$ cat config.mk
export PLATFORM = sky130hd
export DESIGN_NAME = bpa_lowest
export DESIGN_NICKNAME = d
export VERILOG_FILES = /design/src/hw/rtl/bpa_pkg.sv /design/src/hw/rtl/bpa_lowest.sv
export SDC_FILE = /design/constraint.sdc
export NUM_CORES = 1
export LEC_CHECK = 0
export BUFFER_PORTS_ARGS = -buffer_cell sky130_fd_sc_hd__buf_2
export CORE_MARGIN = 4
export CORE_UTILIZATION = 40
export CTS_CLUSTER_SIZE = 24
export DETAILED_ROUTE_END_ITERATION = 6
export MAX_ROUTING_LAYER = met4
export PLACE_DENSITY = 0.71
export RECOVER_POWER = 50
export SLEW_MARGIN = 25
export SYNTH_ARGS = -nofsm -noshare
export SYNTH_HDL_FRONTEND = slang
export SYNTH_SLANG_ARGS = --single-unit
$ cat constraint.sdc
create_clock -name clk -period 2.3 [get_ports clk]
set_input_delay 0.46 -clock clk [delete_from_list [all_inputs] [get_ports clk]]
set_output_delay 0.46 -clock clk [all_outputs]
set_load 0.02 [all_outputs]
$ cat src/hw/rtl/bpa_pkg.sv
// shared constants and codes for the buddy page allocator
package bpa_pkg;

	// default geometry
	localparam int MAX_ORDERS_DEF = 11;
	localparam int PAGE_BYTES_DEF = 4096;

	// payload widths
	localparam int MODE_W   = 2;
	localparam int ADDR_W   = 32;
	localparam int STATUS_W = 2;
	localparam int ORDER_W  = 4;
	localparam int CFG_IDX_W = 1;

	localparam logic [ADDR_W-1:0] LIMIT_RESET = 32'h3C00_0000;

	// tree entry codes
	localparam logic [1:0] ST_COVERED = 2'd0;
	localparam logic [1:0] ST_FREE    = 2'd1;
	localparam logic [1:0] ST_ALLOC   = 2'd2;

	// operation codes
	localparam logic [MODE_W-1:0] MODE_ALLOC   = 2'd0;
	localparam logic [MODE_W-1:0] MODE_FREE    = 2'd1;
	localparam logic [MODE_W-1:0] MODE_RESERVE = 2'd2;
	localparam logic [MODE_W-1:0] MODE_BAD     = 2'd3;

	// result status codes
	localparam logic [STATUS_W-1:0] STAT_OK       = 2'd0;
	localparam logic [STATUS_W-1:0] STAT_TOO_BIG  = 2'd1;
	localparam logic [STATUS_W-1:0] STAT_NO_FREE  = 2'd2;
	localparam logic [STATUS_W-1:0] STAT_BAD_RNG  = 2'd3;

	// register indexes
	localparam logic [CFG_IDX_W-1:0] REG_BASE  = 1'd0;
	localparam logic [CFG_IDX_W-1:0] REG_LIMIT = 1'd1;

endpackage

$ cat src/hw/rtl/bpa_lowest.sv
// scanner that rebuilds the lowest free page index of every order
module bpa_lowest #(
	parameter int MAX_ORDERS = bpa_pkg::MAX_ORDERS_DEF
) (
	input  logic                                   clk,
	input  logic                                   arst_n,
	input  logic                                   start,
	output logic                                   busy,
	output logic [MAX_ORDERS-1:0]                  raddr,
	input  logic [1:0]                             rdata,
	output logic [MAX_ORDERS-1:0]                  lf_valid,
	output logic [MAX_ORDERS-1:0][MAX_ORDERS-2:0]  lf_idx
);
	import bpa_pkg::*;

	localparam int PW    = MAX_ORDERS - 1;
	localparam int AW    = MAX_ORDERS;
	localparam int OW    = $clog2(MAX_ORDERS);
	localparam int PAGES = 1 << PW;
	localparam int TREE  = (1 << MAX_ORDERS) - 1;

	logic          issuing_q;
	logic [AW-1:0] s_q;
	logic [OW-1:0] o_q;
	logic [PW-1:0] off_q;
	logic          vld_s1;
	logic [OW-1:0] o_s1;
	logic [PW-1:0] off_s1;
	logic [PW-1:0] last_off;

	// last entry offset of the order being walked
	assign last_off = PW'(PAGES - 1) >> o_q;
	assign raddr    = s_q;
	assign busy     = issuing_q | vld_s1;

	always_ff @(posedge clk or negedge arst_n) begin
		if (!arst_n) begin
			issuing_q <= 1'b0;
			s_q       <= '0;
			o_q       <= '0;
			off_q     <= '0;
			vld_s1    <= 1'b0;
			o_s1      <= '0;
			off_s1    <= '0;
			lf_valid  <= '0;
			lf_idx    <= '0;
		end else begin
			vld_s1 <= issuing_q;
			o_s1   <= o_q;
			off_s1 <= off_q;
			if (start) begin
				issuing_q <= 1'b1;
				s_q       <= '0;
				o_q       <= '0;
				off_q     <= '0;
				lf_valid  <= '0;
			end else if (issuing_q) begin
				if (s_q == AW'(TREE - 1)) begin
					issuing_q <= 1'b0;
				end
				s_q <= s_q + AW'(1);
				if (off_q == last_off) begin
					o_q   <= o_q + OW'(1);
					off_q <= '0;
				end else begin
					off_q <= off_q + PW'(1);
				end
			end
			if (vld_s1 && rdata == ST_FREE && !lf_valid[o_s1]) begin
				lf_valid[o_s1] <= 1'b1;
				lf_idx[o_s1]   <= off_s1 << o_s1;
			end
		end
	end
endmodule

# Yosys cells after proc, flatten, opt, wreduce, memory -nomap -nowiden

Cells that the tools add are included.

Bits in registers: 162
Latch bits: 0
Bits in writable memories: 0
ROM bits: 0
Output and inout port bits: 133
Word-level logic and storage cells: 58
Memories kept: 0

Add/subtract/negate cells: 3
Multipliers: 0
Div/mod/pow operators: 0
Magnitude comparators: 2
Equal/unequal tests: 3
Shifts and indexed selects: 2
Multiplexer cells: 20
Bitwise gates (word level): 2
Reduce and logical (&&, ||, !) cells: 7

Operators by type and width:

| kind                    | number |
|---|---|
| $bwmux W110             | 1 |
| $mux W11                | 4 |
| $demux W10 S4           | 1 |
| $mux W10                | 4 |
| $mux W4                 | 3 |
| $add A11 B1 Y11 const B | 1 |
| $eq A11 B11 Y1 const B  | 1 |
| $or A11 B11 Y11         | 1 |
| $add A10 B1 Y10 const B | 1 |
| $eq A10 B10 Y1          | 1 |
| $shl A10 B4 Y10         | 1 |
| $shr A10 B4 Y10 const A | 1 |
| $lt A4 B5 Y1 const B    | 1 |
| $mux W1                 | 5 |
| $add A4 B1 Y4 const B   | 1 |
| $bmux W1 S4             | 1 |
| $demux W1 S4            | 1 |
| $ge A4 B1 Y1 const B    | 1 |
| $reduce_bool A2 Y1      | 2 |
| $logic_and A1 B1 Y1     | 3 |
| $eq A2 B1 Y1 const B    | 1 |
| $reduce_and A2 Y1       | 1 |
| $logic_not A1 Y1        | 1 |
| $or A1 B1 Y1            | 1 |

# Logic depth before layout (Yosys ltp)

Depth after elaboration: 6
Depth in mapped cells: 10
Depth with buffers taken out: 8

# Least setup slack after synthesis

No wires, ideal clock.

Kind: register to register
From: register o_q[1]
To: register o_q[3]
Setup time: 78 ps
Arrival time: 2046 ps
Setup slack: 176 ps
Stages on the path, launching flop included: 10
Period minus slack after synthesis: 2124 ps
Path through: dfrtp_1 -> buf_2 -> inv_1 -> ha_1 -> and4b_1 -> a31oi_1 -> o32ai_1 -> o2111ai_1 -> or4_1 -> a21oi_1

Cells in the longest elaborated chain, start to end: 4
Elaborated cells on any way between the ends: 8

Ends and longest elaborated chain:

| item                                                           | line                               | RTL |
|---|---|---|
| start, declared                                                | bpa_lowest.sv:24                   | `logic [OW-1:0] o_q;` |
| start signal, assigned                                         | bpa_lowest.sv:63                   | `o_q <= o_q + OW'(1);` |
| $shr A10 B4 Y10 / $add A4 B1 Y4 (equally long branches)        | bpa_lowest.sv:32, bpa_lowest.sv:63 |  |
| $eq A10 B10 Y1 / $mux W4 (equally long branches)               | bpa_lowest.sv:62                   | `if (off_q == last_off) begin` |
| $reduce_bool A2 Y1 (no line) / $mux W4 (equally long branches) | --                                 |  |
| $reduce_and A2 Y1 (no line) / $mux W4 (equally long branches)  | --                                 |  |

Parallel ways exist; a longest one is shown, timed or not. The select of a mux whose other input is x is not followed.
A chain may end at the register's enable or synchronous reset.

# Final worst setup path

From: register o_q[0]
To: register o_q[3]

Same word-level chain as after synthesis.

==> qor.yml <==
wl_met2_um: 7806
cp_top_family: "simple AND/OR/NAND/NOR gates"
nFillCells: 1447
final_common_cell: "dfrtp_1"
grt_max_degree: 62
synthTopCellsByArea: "dfrtp_1 61%, mux2_2 4.8%, nor2b_1 3.6%"
path_class: "reg2reg"
period_needed_ps: 2206
start_util_pct: 41.19
grt_overflow: 0
root_buffer: "clkbuf_16"
drive_above_1_share_pct: 27.26
wl_per_cell_um: 16.59
cts.sinks: 162
clkTransAtPathRegs_ps: 60
ios: 138
skew_ps: 6.921
nNetsFinal: 751
crit_buf_inv: 0
yosysTopAreaCellShare_pct: 61.29
worst_path_max_delay_cell: "or4_1"
synthArstFlopShare_pct: 100.0
via_per_inst: 5.057
synth.distinct_cells: 52
worstPathCellList: "ha_1 -> ha_1 -> nor4b_2 -> a21oi_1 -> o21ai_1 -> a32oi_2 -> or4_1 -> a21oi_1"
total_power_mw: 6.111
row_count: 46
syn_nets: 584
layout_worst_path_cycle_share_pct: 95.91
max_slew_margin_pct: 3.115
finalSetupTns_ps: 0
tightest_slew_ps: 1453
insertion_delay_ps: 420
yosys_warnings: 0
pre_cts_slack_ps: 36.81
m1WireLength_um: 6938
hold_viol: 0
synth_ff_type: "dfrtp_1"
cpPeakStageDelay_ps: 530
power_density_mw_per_mm2: 733.2
p_leak_nw: 4.173
antenna_found_initial: 0
crit_path_start_kind: "flip-flop"
diodes: 0
final_cell_mix: "161 x dfrtp_1, 91 x buf_2, 50 x clkbuf_1, 43 x nand2_1, 39 x nor2_1"
dpl.hpwl_um: 11650
die_h_um: 136.6
grt_pass1_wl_um: 25850
wl_met3_um: 1020
syn-instance-count: 572
io_buffers: 137
min_path_type: "in2async"
crit_path_end_kind: "flip-flop"
crit_fanout: 6
mappedNetlistArea_mm2: 0.006614
drc: 0
routed_wl_um: 16060
dr.max_layer_used: "met4"
ys_seq_area_share_pct: 61.29
max_cap_violations: 0
finalMaxSlewViolations: 0
cts.htree.levels: 4
synth_edf_count: 0
drt_iter0_drc: 236
cts_tree: "built"
final-setup-viol-count: 0
avgSynthCellArea_um2: 11.56
post-route-util_pct: 51.90
cts_buffer_depth: 2
core_region_area_mm2: 0.01606
grt_use_total_pct: 18.16
first_global_vias: 4845
vias: 4895
worst_ir_drop_vdd_mv: 0.5105
gp_congestion: 0.8417
dr.pass1.iters: 4
cts_buffers: 17
ant_nets: 0
dieArea_mm2: 0.01866
timing.final.ws_setup_ps: 93.97
areaGrowthSynthToFinish_pct: 26.01
worstPathRequired_ps: 2640
cp.arrival_ps: 2540
synth_top_area_cell: "dfrtp_1"
die_w_um: 136.6
max_freq_mhz: 453.3
ys_seq_elements: 162
status: "completed"
per-stage QoR:
stage                     std cells  hold WS (ps)  cell area (um2)
after CTS                       965         24.67             8376
after floorplan                 572         164.4             6614
after global routing            968         460.6             8334
final                           968         390.3             8334
after global placement          933         456.8             7757
after detailed placement        933         465.8             7757
state kept, by name (all words and copies together), names as in the netlist:
name / count
off_q: 10
lf_valid: 11
off_s1: 10
lf_idx: 110
issuing_q: 1
o_s1: 4
vld_s1: 1
o_q: 4
raddr: 11
final timing paths:
kind / from / slack, ps / to / cells after the start
setup / recovery: o_q[0] / 90 / o_q[3] / 8
hold / removal: arst_n / 390 / lf_valid[8] / 1
setup reg to reg: o_q[0] / 90 / o_q[3] / 8
hold reg to reg: lf_idx[19] / 480 / lf_idx[19] / 2
max in group asynchronous: arst_n / 450 / o_q[3] / 2
min in group clk: start / 410 / issuing_q / 3
Yosys cell counts, types with 9 or more instances:
library cell    n
o21ai_0        26
nand2_1        43
mux2_2         28
nor2b_1        38
buf_2          12
o31ai_1        11
a21oi_1        37
clkbuf_1       17
mux2i_1        12
dfrtp_1       162
and2_1         21
nor2_1         39
nand4_1         9
inv_1          15
cells by family (layout without fill, tap and decap cells):
kind of cell	Yosys count	after routing	share of synthesized area [%]
AND/OR/NAND/NOR	198	198	16.25
multiplexers	42	42	7.094
buffers and inverters	47	227	3.027
AO/OA/AOI/OAI	104	104	9.421
XOR/XNOR	12	12	1.589
flip-flops	162	162	61.29
adder cells (fa/ha/maj)	7	7	1.324
final cells by class:
| class | count | area, um2 | share of cell area, % |
|---|---|---|---|
| clock buffer | 18 | 439.2 | 5.269 |
| clock inverter | 14 | 178.9 | 2.147 |
| inverter | 15 | 56.30 | 0.6756 |
| multi-input combinational | 363 | 2400 | 28.79 |
| sequential | 162 | 4055 | 48.66 |
| tap | 216 | 270.3 | 3.243 |
| timing repair buffer | 180 | 934.6 | 11.21 |
timing repair:
item | in CTS | in global routing
gates resized for setup | 0 | 9
setup endpoints to repair | 0 | 11
setup buffers | 0 | 3
hold buffers | 0 | 0
power by group:
group	switching, mW	internal, mW	leakage [nW]
Sequential	0.0457	2.90	2.23
Combinational	0.180	0.0775	1.65
Clock	1.16	1.75	0.294
metal layers:
layer / track usage [%] / vias up
met5: - / -
met4: 5.263 / 0
met3: 3.934 / 20
met2: 28.40 / 158
met1: 24.03 / 2405
li1: - / 2312
(Power assumes the default switching activity.)
